===== src/priority_task_scheduler_top_assert.svh =====
// ----------------------------------------------------------------------------
// Assertion macros for the priority task scheduler
// ----------------------------------------------------------------------------
`ifndef PRIORITY_TASK_SCHEDULER_TOP_ASSERT_SVH
`define PRIORITY_TASK_SCHEDULER_TOP_ASSERT_SVH

// check a property on every rising clock edge outside reset
`define PTS_ASSERT(lbl, prop, msg) \
	lbl: assert property (@(posedge clk) disable iff (!arst_n) (prop)) else $error(msg);

// check that a condition implies another one on the next clock edge
`define PTS_ASSERT_NEXT(lbl, ante, cons, msg) \
	lbl: assert property (@(posedge clk) disable iff (!arst_n) (ante) |=> (cons)) \
		else $error(msg);

`endif


===== src/pts_pkg.sv =====
// ----------------------------------------------------------------------------
// pts_pkg
// Shared types and constants of the priority task scheduler.
// ----------------------------------------------------------------------------
package pts_pkg;

	typedef enum logic [1:0] {
		CMD_CREATE = 2'd0,
		CMD_DELAY  = 2'd1,
		CMD_TICK   = 2'd2,
		CMD_SCHED  = 2'd3
	} cmd_t;

	typedef enum logic [1:0] {
		ST_IDLE,
		ST_DLY_RD,
		ST_DLY_WR,
		ST_SWEEP
	} state_t;

	localparam logic [7:0] IDLE_LEVEL = 8'd255;

	typedef struct packed {
		logic        active;
		logic [7:0]  prio;
		logic [31:0] wait_cnt;
	} entry_t;

	typedef struct packed {
		logic rd_en;
		logic wr_en;
	} tbl_ctl_t;

endpackage


===== src/priority_task_scheduler_top.sv =====
// ----------------------------------------------------------------------------
// priority_task_scheduler_top
// Fixed-priority scheduler over a task table held in one synchronous memory.
// ----------------------------------------------------------------------------
// Usage:
//   A request (cmd, task_slot, task_priority, delay_ticks) is taken on a
//   rising edge with start high and busy low.
//   Create writes the table in the accept cycle and leaves busy low.
//   Delay reads then writes the running task's entry: busy in both steps.
//   Tick and schedule sweep the table through the memory read port, one
//   entry per cycle, and stay busy until the last read has come back.
//   Schedule alone returns a result: done pulses for one cycle with
//   chosen_task and idle_fallback, in the cycle busy falls. The receiver
//   cannot stall; the result is gone after that cycle.
//   Reset clears the command state, the running task and the table valid
//   bits, so every task reads as inactive with priority and wait zero; no
//   clearing pass is needed.
// ----------------------------------------------------------------------------
module priority_task_scheduler_top #(
	parameter int NUM_TASKS = 8
) (
	input  logic        clk,
	input  logic        arst_n,
	input  logic        start,
	output logic        busy,
	input  logic [1:0]  cmd,
	input  logic [2:0]  task_slot,
	input  logic [7:0]  task_priority,
	input  logic [31:0] delay_ticks,
	output logic        done,
	output logic [2:0]  chosen_task,
	output logic        idle_fallback
);
	import pts_pkg::*;

	localparam int IDX_W = $clog2(NUM_TASKS);
	localparam int CNT_W = $clog2(NUM_TASKS + 1);

	tbl_ctl_t         tbl_ctl;
	logic [IDX_W-1:0] rd_addr;
	logic [IDX_W-1:0] wr_addr;
	entry_t           wr_data;
	entry_t           rd_data;

	pts_seq #(
		.NUM_TASKS (NUM_TASKS),
		.IDX_W     (IDX_W),
		.CNT_W     (CNT_W)
	) u_seq (
		.clk           (clk),
		.arst_n        (arst_n),
		.start         (start),
		.busy          (busy),
		.cmd           (cmd),
		.task_slot     (task_slot),
		.task_priority (task_priority),
		.delay_ticks   (delay_ticks),
		.done          (done),
		.chosen_task   (chosen_task),
		.idle_fallback (idle_fallback),
		.tbl_ctl       (tbl_ctl),
		.rd_addr       (rd_addr),
		.wr_addr       (wr_addr),
		.wr_data       (wr_data),
		.rd_data       (rd_data)
	);

	pts_table #(
		.NUM_TASKS (NUM_TASKS),
		.IDX_W     (IDX_W)
	) u_table (
		.clk     (clk),
		.arst_n  (arst_n),
		.ctl     (tbl_ctl),
		.rd_addr (rd_addr),
		.wr_addr (wr_addr),
		.wr_data (wr_data),
		.rd_data (rd_data)
	);

endmodule


===== src/pts_table.sv =====
// ----------------------------------------------------------------------------
// pts_table
// Task table memory, one read and one write port, registered read data.
// Per-entry valid bits make unwritten entries read as zero after reset.
// ----------------------------------------------------------------------------
module pts_table #(
	parameter int NUM_TASKS = 8,
	parameter int IDX_W     = 3
) (
	input  logic                clk,
	input  logic                arst_n,
	input  pts_pkg::tbl_ctl_t   ctl,
	input  logic [IDX_W-1:0]    rd_addr,
	input  logic [IDX_W-1:0]    wr_addr,
	input  pts_pkg::entry_t     wr_data,
	output pts_pkg::entry_t     rd_data
);
	import pts_pkg::*;

	entry_t               mem [NUM_TASKS];
	logic [NUM_TASKS-1:0] valid_q;
	entry_t               rd_q;
	logic                 rd_valid_q;

	always_ff @(posedge clk) begin
		if (ctl.wr_en) begin
			mem[wr_addr] <= wr_data;
		end
		if (ctl.rd_en) begin
			rd_q <= mem[rd_addr];
		end
	end

	always_ff @(posedge clk or negedge arst_n) begin
		if (!arst_n) begin
			valid_q    <= '0;
			rd_valid_q <= 1'b0;
		end else begin
			if (ctl.wr_en) begin
				valid_q[wr_addr] <= 1'b1;
			end
			if (ctl.rd_en) begin
				rd_valid_q <= valid_q[rd_addr];
			end
		end
	end

	assign rd_data = rd_valid_q ? rd_q : '0;

	`include "priority_task_scheduler_top_assert.svh"

	`PTS_ASSERT(a_no_rw_collide, !(ctl.rd_en && ctl.wr_en) || (rd_addr != wr_addr), "table read and write hit the same entry")
	`PTS_ASSERT_NEXT(a_wr_sets_valid, ctl.wr_en, valid_q[$past(wr_addr)], "written entry not marked valid")
	`PTS_ASSERT_NEXT(a_rd_hold, !ctl.rd_en, (rd_q === $past(rd_q)) && $stable(rd_valid_q), "read data changed without a read")

endmodule


===== src/pts_seq.sv =====
// ----------------------------------------------------------------------------
// pts_seq
// Command sequencer: accepts requests, sweeps the task table for tick and
// schedule, read-modify-writes for delay, and drives the result strobe.
// ----------------------------------------------------------------------------
module pts_seq #(
	parameter int NUM_TASKS = 8,
	parameter int IDX_W     = 3,
	parameter int CNT_W     = 4
) (
	input  logic                clk,
	input  logic                arst_n,
	input  logic                start,
	output logic                busy,
	input  logic [1:0]          cmd,
	input  logic [2:0]          task_slot,
	input  logic [7:0]          task_priority,
	input  logic [31:0]         delay_ticks,
	output logic                done,
	output logic [2:0]          chosen_task,
	output logic                idle_fallback,
	output pts_pkg::tbl_ctl_t   tbl_ctl,
	output logic [IDX_W-1:0]    rd_addr,
	output logic [IDX_W-1:0]    wr_addr,
	output pts_pkg::entry_t     wr_data,
	input  pts_pkg::entry_t     rd_data
);
	import pts_pkg::*;

	state_t           state_q, state_d;
	cmd_t             op_q;
	logic [31:0]      delay_q;
	logic [CNT_W-1:0] cnt_q;
	logic [IDX_W-1:0] idx_s1;
	logic             vld_s1;
	logic [IDX_W-1:0] running_q;
	logic             found_q;
	logic [7:0]       best_prio_q;
	logic [IDX_W-1:0] best_idx_q;
	logic             done_q;
	logic [2:0]       chosen_q;
	logic             idle_q;

	logic             accept;
	logic             issue;
	logic             finish;
	logic             better;
	logic             slot_ok;
	logic [IDX_W-1:0] next_run;

	assign accept  = start && (state_q == ST_IDLE);
	assign issue   = (state_q == ST_SWEEP) && (cnt_q < CNT_W'(NUM_TASKS));
	assign finish  = (state_q == ST_SWEEP) && !issue && !vld_s1;
	assign better  = rd_data.active && (rd_data.wait_cnt == 32'd0)
		&& (rd_data.prio < best_prio_q);
	assign slot_ok = 32'(task_slot) < 32'(NUM_TASKS);
	assign next_run = found_q ? best_idx_q : IDX_W'(NUM_TASKS - 1);

	always_ff @(posedge clk or negedge arst_n) begin
		if (!arst_n) begin
			state_q <= ST_IDLE;
		end else begin
			state_q <= state_d;
		end
	end

	always_comb begin
		state_d       = state_q;
		tbl_ctl.rd_en = 1'b0;
		tbl_ctl.wr_en = 1'b0;
		rd_addr       = '0;
		wr_addr       = '0;
		wr_data       = '0;
		unique case (state_q)
			ST_IDLE: begin
				if (accept) begin
					unique case (cmd_t'(cmd))
						CMD_CREATE: begin
							tbl_ctl.wr_en = slot_ok;
							wr_addr       = IDX_W'(task_slot);
							wr_data       = '{active: 1'b1, prio: task_priority,
								wait_cnt: 32'd0};
						end
						CMD_DELAY: state_d = ST_DLY_RD;
						CMD_TICK, CMD_SCHED: state_d = ST_SWEEP;
						default: state_d = ST_IDLE;
					endcase
				end
			end
			ST_DLY_RD: begin
				tbl_ctl.rd_en = 1'b1;
				rd_addr       = running_q;
				state_d       = ST_DLY_WR;
			end
			ST_DLY_WR: begin
				tbl_ctl.wr_en = 1'b1;
				wr_addr       = running_q;
				wr_data       = '{active: rd_data.active, prio: rd_data.prio,
					wait_cnt: delay_q};
				state_d       = ST_IDLE;
			end
			ST_SWEEP: begin
				tbl_ctl.rd_en = issue;
				rd_addr       = cnt_q[IDX_W-1:0];
				if (vld_s1 && (op_q == CMD_TICK)) begin
					tbl_ctl.wr_en = rd_data.wait_cnt != 32'd0;
					wr_addr       = idx_s1;
					wr_data       = '{active: rd_data.active, prio: rd_data.prio,
						wait_cnt: rd_data.wait_cnt - 32'd1};
				end
				if (finish) begin
					state_d = ST_IDLE;
				end
			end
			default: state_d = ST_IDLE;
		endcase
	end

	always_ff @(posedge clk) begin
		if (accept) begin
			op_q    <= cmd_t'(cmd);
			delay_q <= delay_ticks;
		end
		idx_s1   <= cnt_q[IDX_W-1:0];
		chosen_q <= 3'(next_run);
		idle_q   <= !found_q;
	end

	always_ff @(posedge clk or negedge arst_n) begin
		if (!arst_n) begin
			cnt_q       <= '0;
			vld_s1      <= 1'b0;
			running_q   <= '0;
			found_q     <= 1'b0;
			best_prio_q <= IDLE_LEVEL;
			best_idx_q  <= '0;
			done_q      <= 1'b0;
		end else begin
			done_q <= 1'b0;
			vld_s1 <= issue;
			if (accept) begin
				cnt_q       <= '0;
				found_q     <= 1'b0;
				best_prio_q <= IDLE_LEVEL;
				best_idx_q  <= '0;
			end
			if (issue) begin
				cnt_q <= cnt_q + CNT_W'(1);
			end
			if (vld_s1 && (op_q == CMD_SCHED) && better) begin
				found_q     <= 1'b1;
				best_prio_q <= rd_data.prio;
				best_idx_q  <= idx_s1;
			end
			if (finish && (op_q == CMD_SCHED)) begin
				running_q <= next_run;
				done_q    <= 1'b1;
			end
		end
	end

	assign busy          = state_q != ST_IDLE;
	assign done          = done_q;
	assign chosen_task   = chosen_q;
	assign idle_fallback = idle_q;

	`include "priority_task_scheduler_top_assert.svh"

	`PTS_ASSERT(a_run_range, 32'(running_q) < 32'(NUM_TASKS), "running task out of range")
	`PTS_ASSERT_NEXT(a_done_src, finish && (op_q == CMD_SCHED), done_q && (state_q == ST_IDLE), "schedule finished without result")
	`PTS_ASSERT(a_idle_pick, !(done_q && idle_q) || (chosen_q == 3'(NUM_TASKS - 1)), "idle fallback chose a task other than the last")

endmodule


===== config.mk =====
export PLATFORM = sky130hd
export DESIGN_NAME = priority_task_scheduler_top
export DESIGN_NICKNAME = d
export VERILOG_FILES = /design/src/pts_pkg.sv /design/src/priority_task_scheduler_top.sv /design/src/pts_table.sv /design/src/pts_seq.sv
export VERILOG_INCLUDE_DIRS = /design/src /design/src/src
export SDC_FILE = /design/constraint.sdc
export NUM_CORES = 1
export LEC_CHECK = 0
export ABC_AREA = 1
export BUFFER_PORTS_ARGS = -buffer_cell sky130_fd_sc_hd__buf_4
export CAP_MARGIN = 20
export CELL_PAD_IN_SITES_DETAIL_PLACEMENT = 1
export CELL_PAD_IN_SITES_GLOBAL_PLACEMENT = 1
export CORE_MARGIN = 5
export CORE_UTILIZATION = 45
export CTS_CLUSTER_DIAMETER = 40
export DETAILED_ROUTE_END_ITERATION = 10
export PLACE_DENSITY_LB_ADDON = 0.1
export SETUP_SLACK_MARGIN = 0.3
export SLEW_MARGIN = 40
export SYNTH_ARGS = -nofsm -noshare
export SYNTH_HDL_FRONTEND = slang
export SYNTH_SLANG_ARGS = --single-unit

===== constraint.sdc =====
create_clock -name clk -period 2.9 [get_ports clk]
set_input_delay 0.29 -clock clk [delete_from_list [all_inputs] [get_ports clk]]
set_output_delay 0.29 -clock clk [all_outputs]
set_load 0.1 [all_outputs]

* After elaboration in Yosys (flattened, before gate mapping)
Memory sizes are Yosys's and may differ from the RTL's. A register that Yosys moved wholly into a read port is not among the register bits.
Cells that the tools add are included.
** Storage, ports and cells
- Memories :: 1
- Logic and storage cells :: 93
- Input bits :: 48
- Bits in writable memories :: 328
- Output and inout bits :: 6
- Bits in read-only memories :: 0
- Register bits after elaboration :: 73
- Latch bits :: 0
** Memories
- u_table.mem :: words 8, bits a word 41, rd ports 1, clocked after memory_dff 1, write ports 1, RTL line pts_table.sv:20 : entry_t mem [NUM_TASKS];
** Operators by class
- $mul :: 0
- Bitwise gates (word level) :: 1
- Shifts and indexed selects :: 0
- Magnitude comparators :: 5
- Mux-type cells :: 35
- Reduce and logical (&&, ||, !) cells :: 23
- Equality and inequality tests :: 11
- Add/subtract/negate cells :: 2
- Divide/modulo/power cells :: 0
** Operator list (count)
- $mux 41 :: 4
- $pmux 41 s3 :: 1
- $logic_not 32->1 :: 1
- $reduce_bool 32->1 :: 1
- $sub 32x1->32 const B :: 1
- $mux 3 :: 6
- $mux 8 :: 2
- $eq 2x2->1 const B :: 6
- $logic_and 1x1->1 :: 11
- $mux 1 :: 10
- $pmux 3 s3 :: 1
- $lt 3x4->1 const B :: 2
- $lt 8x8->1 :: 1
- $mux 4 :: 2
- $or 8x8->8 :: 1
- $pmux 2 s4 :: 1
- $pmux 3 s2 :: 1
- $reduce_bool 2->1 :: 3
- $add 4x1->4 const B :: 1
- $eq 2x1->1 const B :: 2
- $logic_not 2->1 :: 2
- $lt 4x4->1 const B :: 1
- $mux 2 :: 2
- $ne 2x1->1 const B :: 2
- 10 further kinds :: 12

* Logic depth before layout (Yosys ltp)
- Word-level depth :: 9
- Depth in mapped cells :: 17
- Depth with buffers taken out :: 12

* By module
A second synthesis with hierarchy kept.
** Second synthesis, totals
- Cell total of the unflattened synthesis :: 1662
- Area total of the unflattened synthesis :: 18597.8 µm²
** By module, submodules not included
- pts_table :: cells each 1156, instances 1, area an instance 14711.6 µm²
- pts_seq :: cells each 506, instances 1, area an instance 3886.2 µm²

* Least setup slack after synthesis
Ideal clock, no wire load.
- Path kind :: register to register
- Start :: reg u_seq.state_q[1]
- End :: mem u_table.mem[4][0] (netlist bit) (enable)
- Arrival :: 2.634 ns
- Slack :: -0.129 ns
- Cell stages (with the launch flop) :: 13
- Data required time :: 2.505 ns
- Clock period less this slack :: 3.029 ns
- Library setup time :: 0.395 ns
- Cells stage by stage :: dfrtp_1 > inv_1 > nand3_2 > inv_2 > nand2_2 > inv_1 > buf_6 > nand2_1 > nand3_1 > nand2_1 > nor2_1 > nand2_1 > inv_1
** Between the ends
- Word-level cells in the longest chain between the ends :: 6
** Ends and longest elaborated chain
- start: declaration :: RTL line pts_seq.sv:30 : state_t state_q, state_d;
- start signal: assignment :: RTL line pts_seq.sv:63 : state_q <= state_d;
- $logic_not 2->1 * :: RTL line pts_seq.sv:51 : assign accept = start && (state_q == ST_IDLE);
- $logic_and 1x1->1 * :: RTL line pts_seq.sv:51
- named net u_seq.accept :: RTL line pts_seq.sv:44 : logic accept;
- $mux 1 :: RTL line pts_seq.sv:76 : if (accept) begin
- $pmux 1 s3 :: RTL line pts_seq.sv:74 : unique case (state_q)
- $mux 1 :: RTL line pts_table.sv:26 : if (ctl.wr_en) begin
- $mux 1 (implied by the code) :: RTL line pts_table.sv:27 : mem[wr_addr] <= wr_data;
- end: declaration :: RTL line pts_table.sv:20
The timed path passes the listed nets; every way through them passes the cells marked *.

* Worst setup path after layout
- Start :: reg u_table.rd_valid_q
- End :: mem u_table.mem[5][28] (netlist bit) (enable)
** Between the ends
- Word-level cells in the longest chain between the ends :: 6
** Ends and longest elaborated chain
- start: declaration :: RTL line pts_table.sv:23 : logic rd_valid_q;
- start signal: assignment :: RTL line pts_table.sv:43 : rd_valid_q <= valid_q[rd_addr];
- $mux 41 :: RTL line pts_table.sv:48 : assign rd_data = rd_valid_q ? rd_q : '0;
- $reduce_bool 32->1 :: RTL line pts_seq.sv:106 : tbl_ctl.wr_en = rd_data.wait_cnt != 32'd0;
- $mux 1 :: RTL line pts_seq.sv:105 : if (vld_s1 && (op_q == CMD_TICK)) begin
- $pmux 1 s3 :: RTL line pts_seq.sv:74
- $mux 1 :: RTL line pts_table.sv:26
- $mux 1 (implied by the code) :: RTL line pts_table.sv:27
Every way passes these cells.

==> out/qor.yml <==
status: "completed"
clk_latency_ns: 0.59
fin_crit_sh_pct: 85.7
synth_edf_count: 403
r2r_cells: 14
post-place-ws_ns: 0.0749
root_buffer: "clkbuf_16"
hold_ws_ns: 0.0499
critical_path.endpoint_type: "flip-flop"
instances_no_fill: 2388
r2r-start: "u_table.rd_valid_q"
nFillCells: 4238
leakage_nw: 8.39
cts_tree: "done"
area_delta_synth_final_pct: 21.4
fmax_mhz: 402
finalPower_w: 0.0228
port_buffers: 53
dp_cells: 2225
synthArstFlopShare_pct: 7.24
p_per_area_nw_per_um2: 1010
finalMaxSlewViolations: 0
power.net_switching_w: 0.00762
synth_warnings: 0
clk_pin_slew_ns: 0.06
power.internal_w: 0.0152
required_ns: 3.21
start_kind: "flip-flop"
vias: 12800
die_area_um2: 45500
htreeDepth: 3
cts_buffers: 67
fin_skew_ns: 0.0283
combPwrFrac_pct: 26.3
hold_path_startpoint: "start"
antenna_found_initial: 1
wl_um: 50800
detail-route-antenna-nets: 0
r2r_slack_ns: 0.41
fp-row-count: 74
yosysUniqueCellTypes: 40
rr_endpoint: "u_table.mem[5][28]"
rsz0062_at_grt: "yes"
ys.flop_type: "edfxtp_1"
netlist_area_um2: 18600
vias_per_cell: 5.38
place.gp.congestion: 0.825
mostFrequentLayoutCells: "edfxtp_1 (403), nand2_1 (326), nor2_1 (284), o21ai_0 (229), buf_4 (85)"
pwr-share-clk_pct: 34.2
min_period_ns: 2.49
ys_seq_area_share_pct: 70.2
fin_ws_ns: 0.415
p_sw_share_pct: 33.5
layout.nets: 1864
setup_viol: 0
cts_buffer_depth: 3
vdd_ir_drop_max_mv: 0.535
gr-total-overflow: 0
grt_pass1_vias: 13400
drive_gt1_share_pct: 15.2
finalHoldViolCount: 0
final_common_cell: "edfxtp_1"
drt_first_pass_iters: 5
max_cap_violations: 0
worst_pin_slew_ns: 0.790
groute.usage.overall_pct: 22.3
drt-initial-drc-count: 908
route.detailed.drc: 0
detail_route.wl_per_cell_um: 21.3
seq_power_share_pct: 39.4
hp-class: "in2reg"
holdPathStages: 3
core_um2: 40800
synth-seq-cells: 442
hold_end: "u_seq.state_q[1]"
grt_pass1_wl_um: 77800
cp.arrival_ns: 2.79
grt_max_degree: 97
synth_cells: 1672
die_h_um: 213
tns_ns: 0
die_width_um: 213
ios: 54
synth_area_leaders: "edfxtp_1 (65%), nand2_1 (6.9%), o21ai_0 (6.4%)"
cp_max_fo: 20
worstSetupPathType: "reg2reg"
start_util_pct: 45.6
syn_nets: 1729
n_antenna_cell: 0
syn_area_per_cell_um2: 11.1
clock_sinks: 442
dpl.hpwl_um: 29200
slew_headroom_pct: 46.8
synth_top_area_share_pct: 65.1
synth_top_cell_by_area: "edfxtp_1"
[final cells by class]
cell class | instances | area, µm² | share of cell area [%]
Clock buffer | 79 | 1780 | 7.90
Tap cell | 532 | 666 | 2.95
Timing Repair Buffer | 144 | 1470 | 6.52
Multi-Input combinational cell | 1068 | 4870 | 21.6
Inverter | 84 | 355 | 1.57
Sequential cell | 442 | 13100 | 57.8
Clock inverter | 39 | 387 | 1.71
[metrics by stage]
step / util (%) / instance area, µm²
after global placement: 48.4 / 19800
after detailed placement: 48.4 / 19800
after CTS: 54.7 / 22300
after global routing: 55.3 / 22600
final: 55.3 / 22600
after floorplan: - / 18700
[power groups by stage]
stage | clock, W | combinational [W] | sequential, W
final | 0.00780 | 0.00600 | 0.00898
after global routing | 0.00827 | 0.00672 | 0.00905
after CTS | 0.00794 | 0.00593 | 0.00898
after detailed placement | 0 | 0.00580 | 0.00909
after global placement | 0 | 0.00563 | 0.00907
after floorplan | 0 | 0.00386 | 0.00893
[what timing repair did]
item	CTS	global route
buffers inserted	0	6
gates cloned	0	4
resized for setup	14	21
hold endpoints to repair	59	0
hold buffers	35	0
setup endpoints to repair	192	403
pin swaps	0	3
[how the worst max path moves through the flow]
stage | start | to | slack [ns] | cells after the start
after detailed placement | u_table.rd_valid_q | u_table.mem[0][14] | 0.07 | 12
after global routing | u_table.rd_valid_q | u_table.mem[5][22] | 0.28 | 14
final | u_table.rd_valid_q | u_table.mem[5][28] | 0.41 | 14
after global placement | u_table.rd_valid_q | u_table.mem[7][9] | 0.18 | 12
after floorplan | u_table.rd_valid_q | u_table.mem[0][0] | 0.30 | 11
after CTS | u_table.rd_valid_q | u_table.mem[6][19] | 0.30 | 12
[critical path: stages, from the launching register on]
cell and delay (ns):
dfrtp_2 0.45, buf_4 0.22, nand2_1 0.14, nand2_1 0.08, inv_1 0.06, nand2_1 0.05, nor2_1 0.11, nand2_2 0.11
nor2_4 0.17, o21bai_4 0.09, buf_12 0.14, nand2_2 0.09, clkinvlp_4 0.10, buf_12 0.15, clkbuf_16 0.21
[synth_stat cells, types with 4 or more instances]
cell / n
edfxtp_1: 403
inv_1: 76
a21oi_1: 18
nor2_2: 5
dfxtp_1: 7
o21ai_1: 66
buf_4: 6
nand3_1: 58
o21ai_0: 238
nor3_1: 7
nor2_1: 287
buf_6: 14
dfrtp_1: 24
clkbuf_1: 33
inv_2: 5
nand3b_1: 6
dfstp_2: 8
ha_1: 9
nand2_1: 342
nand2_2: 4
buf_2: 24
[layer usage]
metal  up-vias  global-route usage (%)  wire (µm)
met5         -                       0         13
met4         2                    7.15       1170
met3        79                    3.67       2100
met2       226                    36.4      24400
met1      6477                    31.0      23100
li1       6059                       -          -
[cell families after synthesis]
family / after synthesis / synth area share, %
AO/OA/AOI/OAI: 332 / 9.22
adder cells (fa/ha/maj): 9 / 0.605
AND/OR/NAND/NOR: 724 / 15.7
XOR/XNOR: 2 / 0.0942
buffers and inverters: 162 / 4.12
flip-flops: 442 / 70.2
multiplexers: 1 / 0.0605
[state kept, by name (all words and copies together) (netlist names), 2 cells and up]
signal             count
u_table.rd_q          41
u_seq.best_prio_q      8
u_seq.idx_s1           3
u_seq.op_q             2
u_seq.chosen_task      3
u_seq.cnt_q            4
u_table.valid_q        8
u_table.mem          328
u_seq.best_idx_q       3
u_seq.running_q        3
u_seq.delay_q         32
u_seq.state_q          2
Power figures use the tool's default switching activity.
